[src/region_binned_histogram_assert.svh]
// Assertion macros shared by the region histogram RTL.
`ifndef REGION_BINNED_HISTOGRAM_ASSERT_SVH
`define REGION_BINNED_HISTOGRAM_ASSERT_SVH

`ifndef SYNTH
// same-cycle implication
`define RBH_ASSERT_IMPLY(label, clk, rst, ante, cons) \
   label: assert property (@(posedge clk) disable iff (rst) (ante) |-> (cons)) \
      else $error("rbh: same-cycle check failed");
// next-cycle implication
`define RBH_ASSERT_NEXT(label, clk, rst, ante, cons) \
   label: assert property (@(posedge clk) disable iff (rst) (ante) |=> (cons)) \
      else $error("rbh: next-cycle check failed");
`else
`define RBH_ASSERT_IMPLY(label, clk, rst, ante, cons)
`define RBH_ASSERT_NEXT(label, clk, rst, ante, cons)
`endif

`endif

[src/rbh_ram.sv]
// Generic single-write, single-read RAM with registered read data.
module rbh_ram #(
   parameter int Width = 8,
   parameter int Depth = 16
) (
   input  logic                     clock,
   input  logic                     wr_en,
   input  logic [$clog2(Depth)-1:0] wr_addr,
   input  logic [Width-1:0]         wr_data,
   input  logic                     rd_en,
   input  logic [$clog2(Depth)-1:0] rd_addr,
   output logic [Width-1:0]         rd_data
);

   logic [Width-1:0] mem_ff [Depth];
   logic [Width-1:0] rd_data_ff;

   always_ff @(posedge clock) begin
      if (wr_en) begin
         mem_ff[wr_addr] <= wr_data;
      end
      if (rd_en) begin
         rd_data_ff <= mem_ff[rd_addr];
      end
   end

   assign rd_data = rd_data_ff;

endmodule

[config.mk]
export PLATFORM = sky130hd
export DESIGN_NAME = rbh_ram
export DESIGN_NICKNAME = d
export VERILOG_FILES = /design/src/region_binned_histogram_assert.svh /design/src/rbh_ram.sv
export SDC_FILE = /design/constraint.sdc
export NUM_CORES = 1
export LEC_CHECK = 0
export BUFFER_PORTS_ARGS = -buffer_cell sky130_fd_sc_hd__buf_4
export CORE_MARGIN = 3
export CORE_UTILIZATION = 54
export CTS_BUF_LIST = sky130_fd_sc_hd__clkbuf_16
export CTS_CLUSTER_SIZE = 10
export DETAILED_ROUTE_END_ITERATION = 6
export PLACE_DENSITY = 0.72
export SYNTH_ARGS = -nofsm -noshare
export SYNTH_HDL_FRONTEND = slang
export SYNTH_SLANG_ARGS = --single-unit
export TNS_END_PERCENT = 20
[constraint.sdc]
create_clock -name clock -period 2.6 [get_ports clock]
set_input_delay 0.26 -clock clock [delete_from_list [all_inputs] [get_ports clock]]
set_output_delay 0.26 -clock clock [all_outputs]
set_load 0.01 [all_outputs]
==> results of run 1 <==
## cell type report
cell class | instances | share of cell area (%)
Clock inverter | 15 | 3.08
Clock buffer | 17 | 6.84
Multi-Input combinational cell | 83 | 17.0
Tap cell | 129 | 2.60
Timing Repair Buffer | 40 | 4.83
Sequential cell | 136 | 65.7
## state kept, by name, indices dropped and copies added (netlist names)
name / cells
mem_ff: 128
rd_data: 8
## power by group
group | switching [W] | internal (W) | leakage, nW
Combinational | 0.000126 | 0.000103 | 0.570
Sequential | 0.0000150 | 0.00247 | 1.24
Clock | 0.000915 | 0.00153 | 0.291
## logic make-up after synthesis
logic type / after synthesis / synth area share, %
compound gates: 16 / 2.30
simple gates: 35 / 3.14
buf+inv: 10 / 1.65
flops: 136 / 78.1
mux: 32 / 14.8
## critical path, stage by stage
cell and delay (ns):
buf_4 0.45, buf_4 0.23, mux4_2 0.50, a22oi_1 0.18, nand2_1 0.07
## per-layer routing
| metal | wire length, um | part of all wire [%] | vias up | GRT usage, % |
|---|---|---|---|---|
| met5 | 0 | 0 | - | 0 |
| met4 | 91 | 0.93 | 0 | 7.50 |
| met3 | 475 | 4.8 | 7 | 5.83 |
| met2 | 5040 | 51 | 81 | 31.5 |
| met1 | 4220 | 43 | 1259 | 26.9 |
| li1 | - | - | 1084 | - |
## placed cells by master, fill, tap and decap left out, drive strengths merged, types with 3 or more instances in the layout
cell,instances
a22oi,16
clkinv,4
mux4,32
clkbuf,17
bufinv,3
buf,40
nor2,13
clkinvlp,3
nor3,4
nand2,9
edfxtp,136
inv,5
## through the flow
| step | setup slack (ns) | instance area (um2) | util [%] |
|---|---|---|---|
| finish | 1.04 | 6220 | 66.7 |
| global placement | 0.565 | 5600 | 60.1 |
| floorplan | 0.847 | 5230 | - |
| detailed placement | 0.587 | 5600 | 60.1 |
| global route | 0.931 | 6220 | 66.7 |
| CTS | 1.01 | 6220 | 66.7 |
## path summary, 6_finish.rpt
check | startpoint | end | slack [ns]
hold reg to reg | mem_ff[12][4] | rd_data[4] | 0.75
setup reg to reg | mem_ff[3][6] | rd_data[6] | 1.13
hold / removal | rd_en | rd_data[1] | 0.16
setup / recovery | rd_addr[0] | rd_data[2] | 1.04
==> flow_metrics.py, run 1 <==
metrics = {
    "synth": {
        "synthTopCellsByCount": "edfxtp_1 (136), mux4_2 (18), a22oi_1 (16)",
        "synthCells": 229,
        "synth_edf_count": 136,
        "synth_most_common_cell": "edfxtp_1",
        "synth_ff_type": "edfxtp_1",
        "netlist_area_mm2": 0.00523,
        "yosysUniqueCellTypes": 18,
        "postSynth.asyncResetShare_pct": 0,
        "synthDominantCellAreaShare_pct": 78.1,
        "ys_warn_count": 0,
        "synth_fp_nets": 248,
        "synth_seq_area_share_pct": 78.1,
        "syn_area_per_cell_um2": 22.8,
        "synth-seq-cells": 136,
        "synth_top_area_cell": "edfxtp_1",
        "synth_area_leaders": "edfxtp_1 (78%), mux4_2 (7.8%), mux4_1 (7.0%), a22oi_1 (2.3%), nor2_1 (0.93%)",
    },
    "layout": {
        "multi_input_area_mm2": 0.00106,
        "layout.nets": 297,
        "drive_above_1_share_pct": 31.3,
        "antenna_cells": 0,
        "regArea_mm2": 0.00408,
        "fill_cells": 599,
        "instances_no_fill": 420,
        "syn_to_final_growth_pct": 19.0,
    },
    "timing": {
        "drv_slew": 0,
        "max_clock_freq_mhz": 642,
        "skew_ns": 0.00847,
        "worst-slew-pin-transition_ns": 0.928,
        "whs_ns": 0.157,
        "finalSetupTns_ns": 0,
        "slew_headroom_pct": 37.9,
        "hold_viol": 0,
        "period_minus_slack_ns": 1.56,
        "period_share_pct": 59.9,
        "setup_viol": 0,
        "rsz0062_at_grt": "no",
    },
    "clock_network": {
        "htreeDepth": 4,
        "cts.sinks": 136,
        "cts_buffer_depth": 2,
        "clk_pin_slew_worst_paths_ns": 0.06,
        "tritoncts.num_buffers": 17,
        "cts_resized": 0,
        "cts-root-buf": "clkbuf_16",
        "tritoncts": "done",
        "clock_latency_ns": 0.41,
        "hold_buffers": 0,
        "cts_setup_buffers": 0,
    },
    "die": {
        "die-area_mm2": 0.0109,
        "num_rows": 35,
        "start_util_pct": 56.0,
        "dieHeight_um": 104,
        "die_w_um": 104,
        "core_area_mm2": 0.00933,
        "io_pins": 27,
    },
    "power": {
        "ir_drop_mv": 0.510,
        "p_total_w": 0.00516,
        "leakage_nw": 2.10,
        "powerDensity_mw_per_mm2": 829,
    },
    "critical_path": {
        "cp-end-kind": "flip-flop",
        "r2r_cells": 3,
        "worstPathMaxFanout": 31,
        "crit_required_ns": 2.76,
        "crit_path_start_kind": "input port",
        "arrival_ns": 1.71,
        "crit_type": "input port to flip-flop",
    },
    "route": {
        "ant_nets": 0,
        "dr.pass1.iters": 7,
        "via_count": 2431,
        "wl_mm": 9.83,
        "drt-initial-drc-count": 164,
        "drc_errors": 0,
        "avgRoutedWirePerCell_um": 23.4,
        "vias_per_cell": 5.79,
    },
    "global_route": {
        "antenna_found_initial": 0,
        "grt_usage_pct": 20.1,
        "grt_max_degree": 33,
        "gr-total-overflow": 0,
        "grt_pass1_wl_mm": 15.5,
        "grt_pass1_vias": 2617,
    },
    "placement": {
        "portBuffers": 26,
        "place.gp.congestion": 0.699,
        "hpwl_mm": 5.57,
        "place_inst": 388,
    },
    "hold_path": {
        "hold_class": "input port to flip-flop",
        "hold_depth": 1,
    },
    "run": {
        "drv_cap": 0,
    },
    "outcome": {
        "status": "completed",
    },
}
Note: power is estimated with default switching activity, not from simulation.
==> run 2, diff against run 1 <==
- clock period: 2.6 -> 1.54 ns (I/O delays scaled with it)
==> run 2 against run 1 <==
Compared with the run above:
- global-route usage increased by 0.38 points
- highest routed layer unchanged
- largest power group unchanged
- critical path depth decreased by 2
- largest cell class unchanged
- wire length increased by 2.2%
- register-to-register slack got worse by 1.1 ns
- clock-buffer cell count unchanged
- critical endpoint is now rd_data[1]
==> flow_metrics.py, run 2 (synthesis gave the netlist of run 1 again) <==
metrics = {
    "layout": {
        "fin_util_pct": 67.9,
        "drive_above_1_share_pct": 34.2,
        "layout.nets": 307,
        "instances_no_fill": 430,
        "largest_register_ff_count": 128,
        "syn_to_final_growth_pct": 21.2,
        "mostFrequentLayoutCell": "edfxtp_1",
        "fill_cells": 573,
        "antenna_cells": 0,
        "final_cell_mix": "edfxtp_1 (136), buf_4 (46), mux4_2 (20)",
        "largest-register": "mem_ff",
    },
    "placement": {
        "place_inst": 398,
        "hpwl_mm": 6.19,
        "portBuffers": 26,
        "pre_cts_ws_ns": -0.150,
        "place.gp.congestion": 0.690,
    },
    "power": {
        "leakage_nw": 2.15,
        "p_int_w": 0.00692,
        "combPwrFrac_pct": 5.0,
        "p_seq_share_pct": 48.6,
        "power.switching_w": 0.00172,
        "ir_drop_mv": 0.834,
        "p_clk_share_pct": 46.5,
        "powerDensity_mw_per_mm2": 1360,
        "switching_share_pct": 19.9,
    },
    "die": {
        "num_rows": 35,
        "core_area_mm2": 0.00933,
        "dieHeight_um": 104,
        "die_w_um": 104,
        "die-area_mm2": 0.0109,
        "io_pins": 27,
        "start_util_pct": 56.0,
    },
    "route": {
        "drt-initial-drc-count": 219,
        "drc_errors": 0,
        "wl_mm": 10.0,
        "via_count": 2503,
        "dr.pass1.iters": 5,
        "ant_nets": 0,
        "vias_per_cell": 5.82,
        "avgRoutedWirePerCell_um": 23.4,
    },
    "global_route": {
        "grt_pass1_vias": 2642,
        "grt_usage_pct": 20.4,
        "grt_max_degree": 18,
        "gr-total-overflow": 0,
        "grt_pass1_wl_mm": 15.9,
        "antenna_found_initial": 0,
    },
    "critical_path": {
        "crit_slowest_cell": "mux4_1",
        "cp-end-kind": "flip-flop",
        "arrival_ns": 1.63,
        "cp_cell_sequence": "mux4_1, a22oi_1, nand2_1",
        "worstPathMaxFanout": 1,
        "r2r_slack_ns": 0.04,
        "crit_required_ns": 1.67,
        "rr_startpoint": "mem_ff[10][1]",
        "r2r_cells": 3,
        "cp_slowest_stage_delay_ns": 0.49,
        "crit_start": "mem_ff[10][1]",
        "crit_type": "flip-flop to flip-flop",
        "crit_path_start_kind": "flip-flop",
    },
    "timing": {
        "max_clock_freq_mhz": 667,
        "worst_slack_ns": 0.0402,
        "drv_slew": 0,
        "finalSetupTns_ns": 0,
        "worst-slew-pin-transition_ns": 0.677,
        "hold_viol": 0,
        "rsz0062_at_grt": "no",
        "skew_ns": 0.0108,
        "period_share_pct": 97.4,
        "slew_headroom_pct": 54.7,
        "setup_viol": 0,
        "period_minus_slack_ns": 1.50,
        "whs_ns": 0.0469,
    },
    "clock_network": {
        "clock_latency_ns": 0.40,
        "htreeDepth": 4,
        "clk_pin_slew_worst_paths_ns": 0.06,
        "cts.sinks": 136,
        "cts_setup_buffers": 0,
        "cts_buffer_depth": 2,
        "tritoncts": "done",
        "tritoncts.num_buffers": 17,
        "cts-root-buf": "clkbuf_16",
    },
    "outcome": {
        "status": "completed",
    },
    "hold_path": {
        "hold_depth": 1,
        "worstHoldStart": "wr_data[3]",
        "hold_class": "input port to flip-flop",
    },
    "run": {
        "drv_cap": 0,
    },
}
## run 2: changes by cell type in the layout (fill, tap and decap cells not counted), moves of 2 or more
| cell | before | now |
|---|---|---|
| buf_12 | 0 | 4 |
| clkinv_1 | 0 | 2 |
| mux4_1 | 14 | 12 |
| mux4_2 | 18 | 20 |
| buf_4 | 40 | 46 |
| inv_6 | 5 | 2 |
## run 2: final timing paths
path / to
worst min-delay path: mem_ff[15][3]
worst max-delay path: rd_data[1]
worst min register to register: rd_data[2]
worst max register to register: rd_data[1]
## run 2: repair_timing
item,in CTS,in global routing
resized for setup,0,3
setup endpoints to repair,0,2
hold buffers,0,0
## run 2: critical path: cells and delay by family (launching register included)
| kind | cells | cell delay (ns) |
|---|---|---|
| and+or+nand+nor | 1 | 0.11 |
| muxes | 1 | 0.49 |
| AOI/OAI and AO/OA | 1 | 0.27 |
| DFF | 1 | 0.35 |
## run 2: final cells by class
| type | instances | area, um2 | area share, % |
|---|---|---|---|
| Multi-Input combinational cell | 83 | 1060 | 16.7 |
| Clock inverter | 15 | 178 | 2.81 |
| Timing Repair Buffer | 50 | 425 | 6.72 |
| Sequential cell | 136 | 4080 | 64.5 |
| Clock buffer | 17 | 425 | 6.72 |
| Tap cell | 129 | 161 | 2.55 |
## run 2: power by group through the flow
stage          registers (W)  clock network [W]  logic (W)
2_1_floorplan        0.00427                  0   0.000211
3_3_place_gp         0.00427                  0   0.000418
3_5_place_dp         0.00427                  0   0.000425
4_1_cts              0.00420            0.00406   0.000432
5_1_grt              0.00420            0.00424   0.000463
6_report             0.00420            0.00401   0.000428
## run 2: layer usage
| layer | GRT usage, % | vias up | share of wire [%] |
|---|---|---|---|
| met5 | 0 | - | 0 |
| met4 | 8.55 | 0 | 1.3 |
| met3 | 5.34 | 6 | 7.2 |
| met2 | 32.5 | 120 | 52 |
| met1 | 27.1 | 1281 | 39 |
| li1 | - | 1096 | - |
## run 2: per-stage QoR
step	cell area (um2)	power, W
after floorplan	5230	0.00448
after global placement	5730	0.00468
after detailed placement	5730	0.00470
after CTS	6340	0.00869
after global routing	6330	0.00891
final	6330	0.00864
